$ cat src/rtl/sixteen_bit_cpu_execute_core_macros.svh
// Assertion macros for the execute core. SYNTH drops them.
`ifndef SIXTEEN_BIT_CPU_EXECUTE_CORE_MACROS_SVH
`define SIXTEEN_BIT_CPU_EXECUTE_CORE_MACROS_SVH

`ifndef SYNTH

`define SBCE_ASSERT_IMPLIES(label, clk, rst, pre, post) \
   label: assert property (@(posedge clk) disable iff (rst) (pre) |-> (post)) \
      else $error("sbce assertion failed (same cycle)");

`define SBCE_ASSERT_NEXT(label, clk, rst, pre, post) \
   label: assert property (@(posedge clk) disable iff (rst) (pre) |=> (post)) \
      else $error("sbce assertion failed (next cycle)");

`else

`define SBCE_ASSERT_IMPLIES(label, clk, rst, pre, post)
`define SBCE_ASSERT_NEXT(label, clk, rst, pre, post)

`endif

`endif

$ cat src/rtl/sbce_pkg.sv
`default_nettype none

package sbce_pkg;

   localparam int WORD_W    = 16;
   localparam int FLAG_W    = 4;
   localparam int REG_AW    = 4;
   localparam int REG_COUNT = 16;

   localparam int FLAG_C = 0;
   localparam int FLAG_Z = 1;
   localparam int FLAG_V = 2;
   localparam int FLAG_N = 3;

   localparam logic [3:0]  COND_ALWAYS = 4'd0;
   localparam logic [3:0]  COND_GT     = 4'd1;
   localparam logic [3:0]  COND_NEG    = 4'd2;
   localparam logic [3:0]  COND_NZ     = 4'd3;
   localparam logic [3:0]  COND_ZERO   = 4'd4;
   localparam logic [3:0]  COND_CARRY  = 4'd5;
   localparam logic [3:0]  COND_OVF    = 4'd6;

   localparam logic [7:0]  SHIFT_MAX         = 8'd8;
   localparam logic [15:0] STACK_START_RESET = 16'd16383;

   typedef logic [WORD_W-1:0] word_type;
   typedef logic [FLAG_W-1:0] flags_type;
   typedef logic [REG_AW-1:0] reg_addr_type;

   typedef enum logic [3:0] {
      OP_ADDI  = 4'h0,
      OP_BRDNZ = 4'h1,
      OP_SET   = 4'h2,
      OP_LDR   = 4'h3,
      OP_LDI   = 4'h4,
      OP_STR   = 4'h5,
      OP_SH    = 4'h6,
      OP_ADD   = 4'h7,
      OP_BR    = 4'h8,
      OP_JMP   = 4'h9,
      OP_SUBI  = 4'hA,
      OP_SUB   = 4'hB,
      OP_XOR   = 4'hC,
      OP_AND   = 4'hD,
      OP_OR    = 4'hE,
      OP_CALL  = 4'hF
   } opcode_type;

   typedef enum logic [1:0] {
      FAULT_NONE   = 2'd0,
      FAULT_SHIFT  = 2'd1,
      FAULT_TARGET = 2'd2,
      FAULT_ADDR   = 2'd3
   } fault_type;

   // Everything one instruction does, as decided in the execute stage.
   typedef struct packed {
      word_type     next_pc;
      word_type     sp;
      word_type     dest_value;
      flags_type    flags;
      logic         taken;
      fault_type    fault;
      logic         rf_we;
      reg_addr_type rf_waddr;
      word_type     rf_wdata;
      logic         mem_we;
      word_type     mem_addr;   // word address, before wrap to memory depth
      word_type     mem_wdata;
      logic         load;       // result waits for the memory read
   } exec_result_type;

   function automatic flags_type zn_flags(input word_type r);
      flags_type f;
      f         = '0;
      f[FLAG_Z] = (r == '0);
      f[FLAG_N] = r[WORD_W-1];
      return f;
   endfunction

   function automatic flags_type add_flags(input word_type a, input word_type b,
                                           input word_type r);
      word_type  mx;
      flags_type f;
      mx        = (a > b) ? a : b;
      f         = zn_flags(r);
      f[FLAG_C] = (r < mx);
      f[FLAG_V] = (a[WORD_W-1] == b[WORD_W-1]) && (r[WORD_W-1] != a[WORD_W-1]);
      return f;
   endfunction

   function automatic flags_type sub_flags(input word_type a, input word_type b,
                                           input word_type r);
      word_type  nb;
      word_type  mn;
      flags_type f;
      nb        = word_type'(16'd0 - b);
      mn        = (a < nb) ? a : nb;
      f         = zn_flags(r);
      f[FLAG_C] = (r > mn);
      f[FLAG_V] = (a[WORD_W-1] == nb[WORD_W-1]) && (r[WORD_W-1] != a[WORD_W-1]);
      return f;
   endfunction

endpackage

`default_nettype wire

$ cat src/rtl/sbce_alu.sv
`default_nettype none

module sbce_alu (
   input  wire sbce_pkg::word_type   instr,
   input  wire sbce_pkg::word_type   a,
   input  wire sbce_pkg::word_type   b,
   input  wire sbce_pkg::word_type   pc,
   input  wire sbce_pkg::word_type   sp,
   input  wire sbce_pkg::flags_type  flags,
   output sbce_pkg::exec_result_type ex
);
   import sbce_pkg::*;

   opcode_type   op;
   reg_addr_type ra;
   reg_addr_type rc;
   logic [7:0]   imm;
   logic         x_bit;
   word_type     imm16;
   word_type     pc_inc;
   word_type     br_sum;
   word_type     br_target;
   logic [7:0]   shift_mag;
   logic         cond_ok;
   word_type     r;

   assign op        = opcode_type'(instr[15:12]);
   assign ra        = instr[11:8];
   assign rc        = instr[3:0];
   assign imm       = instr[7:0];
   assign x_bit     = instr[0];
   assign imm16     = {8'h00, imm};
   assign pc_inc    = pc + 16'd1;
   assign br_sum    = pc + {{8{imm[7]}}, imm};
   assign br_target = {1'b0, br_sum[14:0]};    // byte address is 16 bits
   assign shift_mag = imm[7] ? (8'd0 - imm) : imm;

   always_comb begin
      case (ra)
         COND_ALWAYS: cond_ok = 1'b1;
         COND_GT:     cond_ok = !flags[FLAG_N] && !flags[FLAG_Z];
         COND_NEG:    cond_ok = flags[FLAG_N];
         COND_NZ:     cond_ok = !flags[FLAG_Z];
         COND_ZERO:   cond_ok = flags[FLAG_Z];
         COND_CARRY:  cond_ok = flags[FLAG_C];
         COND_OVF:    cond_ok = flags[FLAG_V];
         default:     cond_ok = 1'b0;
      endcase
   end

   always_comb begin
      r            = '0;
      ex.next_pc   = pc_inc;
      ex.sp        = sp;
      ex.dest_value = '0;
      ex.flags     = flags;
      ex.taken     = 1'b0;
      ex.fault     = FAULT_NONE;
      ex.rf_we     = 1'b0;
      ex.rf_waddr  = ra;
      ex.rf_wdata  = '0;
      ex.mem_we    = 1'b0;
      ex.mem_addr  = {1'b0, b[15:1]};
      ex.mem_wdata = a;
      ex.load      = 1'b0;

      case (op)
         OP_ADDI: begin
            r = a + imm16;
            ex.flags = add_flags(a, imm16, r);
            ex.rf_we = 1'b1;
         end
         OP_SUBI: begin
            r = a - imm16;
            ex.flags = sub_flags(a, imm16, r);
            ex.rf_we = 1'b1;
         end
         OP_ADD: begin
            r = a + b;
            ex.flags    = add_flags(a, b, r);
            ex.rf_we    = 1'b1;
            ex.rf_waddr = rc;
         end
         OP_SUB: begin
            r = a - b;
            ex.flags    = sub_flags(a, b, r);
            ex.rf_we    = 1'b1;
            ex.rf_waddr = rc;
         end
         OP_XOR, OP_AND, OP_OR: begin
            if (op == OP_XOR) begin
               r = a ^ b;
            end else if (op == OP_AND) begin
               r = a & b;
            end else begin
               r = a | b;
            end
            ex.flags    = zn_flags(r);
            ex.rf_we    = 1'b1;
            ex.rf_waddr = rc;
         end
         OP_SH: begin
            if (shift_mag > SHIFT_MAX) begin
               ex.fault = FAULT_SHIFT;
               r = a;
            end else begin
               r = imm[7] ? (a << shift_mag[3:0]) : (a >> shift_mag[3:0]);
               ex.flags = zn_flags(r);
               ex.rf_we = 1'b1;
            end
         end
         OP_SET: begin
            r = x_bit ? (16'd0 - b) : b;
            ex.rf_we = 1'b1;
         end
         OP_BR: begin
            if (cond_ok) begin
               ex.next_pc = br_target;
               ex.taken   = 1'b1;
            end
         end
         OP_BRDNZ: begin
            r = a;
            if (a != '0) begin
               r = a - 16'd1;
               ex.rf_we   = 1'b1;
               ex.next_pc = br_target;
               ex.taken   = 1'b1;
            end
         end
         OP_CALL, OP_JMP: begin
            if (a[0]) begin
               ex.fault = FAULT_TARGET;
            end else begin
               ex.next_pc = {1'b0, a[15:1]};
               ex.taken   = 1'b1;
               if (op == OP_CALL) begin
                  // push the byte return address
                  ex.mem_we    = 1'b1;
                  ex.mem_addr  = sp;
                  ex.mem_wdata = {pc_inc[14:0], 1'b0};
                  ex.sp        = sp + 16'd1;
               end
            end
         end
         OP_LDI: begin
            r = {a[15:8], imm};
            ex.rf_we = 1'b1;
         end
         OP_STR: begin
            if (x_bit) begin
               ex.mem_we   = 1'b1;
               ex.mem_addr = sp;
               ex.sp       = sp + 16'd1;
            end else if (b[0]) begin
               ex.fault = FAULT_ADDR;
            end else begin
               ex.mem_we = 1'b1;
            end
         end
         OP_LDR: begin
            r = a;
            if (x_bit) begin
               ex.sp       = sp - 16'd1;
               ex.mem_addr = sp - 16'd1;
               ex.load     = 1'b1;
            end else if (b[0]) begin
               ex.fault = FAULT_ADDR;
            end else begin
               ex.load = 1'b1;
            end
         end
         default: begin
            r = '0;
         end
      endcase

      ex.rf_wdata = r;
      // instructions without a destination register report zero
      if ((op == OP_BR) || (op == OP_CALL) || (op == OP_JMP) || (op == OP_STR)) begin
         ex.dest_value = '0;
      end else begin
         ex.dest_value = r;
      end

      if (ex.fault != FAULT_NONE) begin
         ex.next_pc = pc;
         ex.taken   = 1'b0;
      end
   end

endmodule

`default_nettype wire
$ cat config.mk
export PLATFORM = sky130hd
export DESIGN_NAME = sbce_alu
export DESIGN_NICKNAME = d
export VERILOG_FILES = /design/src/rtl/sixteen_bit_cpu_execute_core_macros.svh /design/src/rtl/sbce_pkg.sv /design/src/rtl/sbce_alu.sv
export SDC_FILE = /design/constraint.sdc
export NUM_CORES = 1
export LEC_CHECK = 0
export BUFFER_PORTS_ARGS = -buffer_cell sky130_fd_sc_hd__buf_2
export CAP_MARGIN = 25
export CORE_AREA = 2 2 157 159
export DETAILED_ROUTE_END_ITERATION = 12
export DIE_AREA = 0 0 159 161
export PLACE_DENSITY = 0.87
export SLEW_MARGIN = 20
export SYNTH_ARGS = -nofsm -noshare
export SYNTH_HDL_FRONTEND = slang
export SYNTH_SLANG_ARGS = --single-unit
export TNS_END_PERCENT = 100
$ cat constraint.sdc
create_clock -name vclk -period 11.79
set_input_delay 1.179 -clock vclk [all_inputs]
set_output_delay 1.179 -clock vclk [all_outputs]
set_load 0.02 [all_outputs]
---- Word level (Yosys, flattened, before mapping) ----
Cells that the tools add are included.
word-level totals
  memory bits (read-only) ................. 0
  latch bits .............................. 0
  RAM bits ................................ 0
  memories ................................ 0
  input bits .............................. 84
  output and inout bits ................... 110
  flip-flop bits (word level) ............. 0
cells by class
  bitwise gates (word level) .............. 4
  reductions and logical operators ........ 25
  order comparisons ....................... 9
  muxes and demuxes ....................... 49
  add/subtract/negate cells ............... 12
  multipliers ............................. 0
  divide/modulo/power cells ............... 0
  shift-type cells ........................ 2
  equality and inequality tests ........... 28
operators by type and width
  kind                                                                   count
  16-bit two-way mux                                                     21
  16-bit one-hot mux with 10 select lines                                1
  16-bit one-hot mux with 3 select lines                                 3
  16-bit zero test                                                       6
  33-bit two-way mux                                                     2
  16-bit less-than comparator                                            4
  16-bit > comparator                                                    3
  16-bit by 1-bit adder with 16-bit output (second input constant)       2
  4-bit == test (second input constant)                                  8
  32-bit two-way mux                                                     1
  16-bit by 1-bit subtractor with 16-bit output (second input constant)  2
  4-bit by 3-bit == test with 1-bit output (second input constant)       7
  4-bit one-hot mux with 6 select lines                                  1
  16-bit adder                                                           1
  16-bit by 8-bit adder with 16-bit output                               1
  16-bit AND                                                             1
  4-bit by 2-bit == test with 1-bit output (second input constant)       4
  16-bit by 8-bit > comparator with 1-bit output                         1
  16-bit OR                                                              1
  16-bit nonzero test                                                    1
  16-bit by 4-bit left shift with 16-bit output                          1
  16-bit by 4-bit right shift with 16-bit output                         1
  1-bit by 16-bit subtractor with 16-bit output (first input constant)   1
  16-bit subtractor                                                      1
  27 further kinds                                                       54

---- Depth between registers and ports, before layout ----
  word-level depth ........................ 7
  depth in mapped cells ................... 31

---- Worst setup path after synthesis ----
Ideal clock, no wire load.
  kind .................................... input to output
  from .................................... input instr[0]
  to ...................................... output ex[58] (netlist bit)
  required time ........................... 10.611 ns
  cell stages on the path ................. 31
  arrival time ............................ 6.921 ns
  buffers on the path ..................... 5
  path slack .............................. 3.690 ns
  path through ............................ buf_2 -> inv_1 -> buf_2 -> buf_1 -> clkbuf_1 -> ha_1 -> nor3b_2 -> nand2_1 -> nor3_1 -> ha_1 -> a21o_1 -> a21oi_1 -> nor2b_1 -> o21ai_0 -> a21oi_1 -> nor2_1 -> o31ai_1 -> clkbuf_1 -> nor2_1 -> a21oi_1 -> ha_1 -> nor2b_1 -> o21a_1 -> o21a_1 -> o21ai_0 -> nand2b_1 -> a21oi_1 -> nor2_1 -> o21ai_0 -> a21oi_1 -> or4_1
RTL lines
  item                RTL line        source
  start: declaration  sbce_alu.sv:4   input wire sbce_pkg::word_type instr,
  end: declaration    sbce_alu.sv:10  output sbce_pkg::exec_result_type ex

==> impl_metrics.tcl <==
set metrics [dict create \
    min_period_over_period_pct 71.56 \
    place.detailed.hpwl_um 46200 \
    crit_required_ps 10610 \
    seq_cells 0 \
    ys_seq_area_share_pct 0 \
    synthesis.instances 1935 \
    drt_iter0_markers 2394 \
    final_nets 2291 \
    clock_buffers 0 \
    p_per_area_nw_per_um2 60.55 \
    gp_congestion 1.070 \
    routed-via-count 16770 \
    grtUsageTotal_pct 44.09 \
    syn_nets 2203 \
    post_cts_buffers 0 \
    register_area_um2 0 \
    fill_cells 2414 \
    p_leak_uw 0.006307 \
    setup_viol 0 \
    final_antenna_net_count 0 \
    drv_cap 0 \
    first_global_vias 15520 \
    routedWlPerCell_um 25.55 \
    cts_resized 0 \
    synth_warnings 0 \
    worstMarginPinSlew_ps 1178 \
    drt-pass1-iter-count 6 \
    crit_path_max_fanout 20 \
    grt_pass1_wl_um 90120 \
    slew_violations 0 \
    drc_errors 0 \
    die_area_um2 25600 \
    antenna_found_initial 0 \
    synth_area_um2 13000 \
    layout_commonest_cell "buf_2" \
    synth.distinct_cells 90 \
    io_buffers 194 \
    grt_max_degree 91 \
    diodes 0 \
    peakVddDrop_mv 0.04197 \
    syn_area_per_cell_um2 6.719 \
    hold_violations 0 \
    finalWirelength_um 59920 \
    min_path_type "input pin to output port" \
    finalWorstPathRequiredPeriod_ps 8437 \
    end_kind "output port" \
    via_per_inst 7.151 \
    final_cell_mix "buf_2 (193), ha_1 (179), nand2_1 (178)" \
    syn2layout_area_growth_pct 7.959 \
    max_freq_ghz 0.1185 \
    holdWs_ps 2729 \
    ios 194 \
    layout-drive-gt1-share_pct 14.35 \
    tns_ps 0 \
    die_w_um 159 \
    die_h_um 161 \
    std_cell_rows 57 \
    crit_path_start_kind "input pin" \
    status "finished, final reports clean" \
    hold_buffers 0 \
    overflow 0 \
    coreArea_um2 23960 \
    start_util_pct 54.26 \
    critical_path_class "input pin to output port" \
    slew_headroom_pct 21.48 \
    rsz0062_at_grt "no" \
    crit_arrival_ps 7260 \
]
-- where the power goes --
part	switching, µW	internal (µW)
Combinational	557	292
Sequential	0	0
Clock	0	0
-- logic make-up after synthesis --
logic type	count (synthesis)	share of synthesized area, %
and+or+nand+nor	666	25.32
adders and majority gates	184	18.00
muxes	116	10.15
buffers and inverters	230	7.199
AOI/OAI and AO/OA	607	30.38
xor gates and xnor gates	132	8.950
-- area by class of cell --
cell class	count	area (µm²)	share of cell area, %
inverter	92	345.3	2.460
multi-input combinational	1705	12090	86.11
tap	324	405.4	2.888
timing repair buffer	224	1199	8.540
-- cells in the mapped netlist (all sizes together), types with 13 or more instances --
| cell | count | area, µm² |
|---|---|---|
| a21o | 28 | 210.2 |
| o211ai | 14 | 105.1 |
| nor2 | 153 | 574.3 |
| a31oi | 22 | 137.6 |
| nand2 | 178 | 668.1 |
| o221ai | 13 | 113.9 |
| mux2 | 21 | 240.2 |
| o22ai | 24 | 156.4 |
| xor2 | 25 | 219.0 |
| buf | 41 | 226.5 |
| ha | 179 | 2240 |
| nor3 | 71 | 375.4 |
| nor4 | 24 | 156.4 |
| nand2b | 36 | 232.7 |
| a211oi | 22 | 165.2 |
| nand3 | 55 | 275.3 |
| o31ai | 18 | 135.1 |
| o21ai | 147 | 735.7 |
| or3 | 18 | 112.6 |
| xnor2 | 107 | 944.7 |
| o21a | 20 | 150.1 |
| a22oi | 30 | 225.2 |
| mux2i | 85 | 854.6 |
| nor2b | 24 | 150.1 |
| and3 | 27 | 168.9 |
| a21oi | 158 | 794.5 |
| clkbuf | 97 | 364.1 |
| inv | 90 | 337.8 |
| nand4 | 27 | 175.2 |
| a221oi | 25 | 219.0 |
-- worst paths after layout --
check / start / end / slack (ps) / depth (start not counted)
max: a[9] / ex[58] / 3350 / 24
min: pc[15] / ex[109] / 2730 / 4
-- stage by stage --
step	worst slack (ps)	instances	util, %	total power (µW)	cell area, µm²
final	3353	2345	58.57	849.8	14040
after global routing	3061	2345	58.57	900.8	14040
after CTS	3520	2345	58.55	815.8	14030
after detailed placement	3520	2345	58.55	811.5	14030
after global placement	3716	2344	58.52	799.1	14020
after floorplan	3690	1935	-	554.5	13000
-- routing by layer --
layer	routed length (µm)	part of all wire, %	GRT usage [%]	vias to the layer above
met4	4391	7.3	25.79	0
met1	22900	38	57.21	7815
met2	25560	43	69.60	1284
met3	7069	12	6.703	282
li1	-	-	-	7389
met5	0	0	0	-
-- critical path, cell delays in order --
cell and delay (ps):
buf_2 500, inv_1 410, ha_1 560, or2_2 360
a2111o_1 390, a31oi_1 280, a21oi_1 110, o21bai_1 210
a21oi_1 100, nor2_1 110, o21a_1 770, mux2i_1 180
ha_1 310, nor2b_1 120, o21a_1 120, o21a_1 100
o21a_1 100, o21ai_0 70, nand2b_1 90, a21oi_1 70
o21ai_0 240, a21oi_1 140, or4_1 530, buf_2 190
Power figures use the tool's default switching activity.
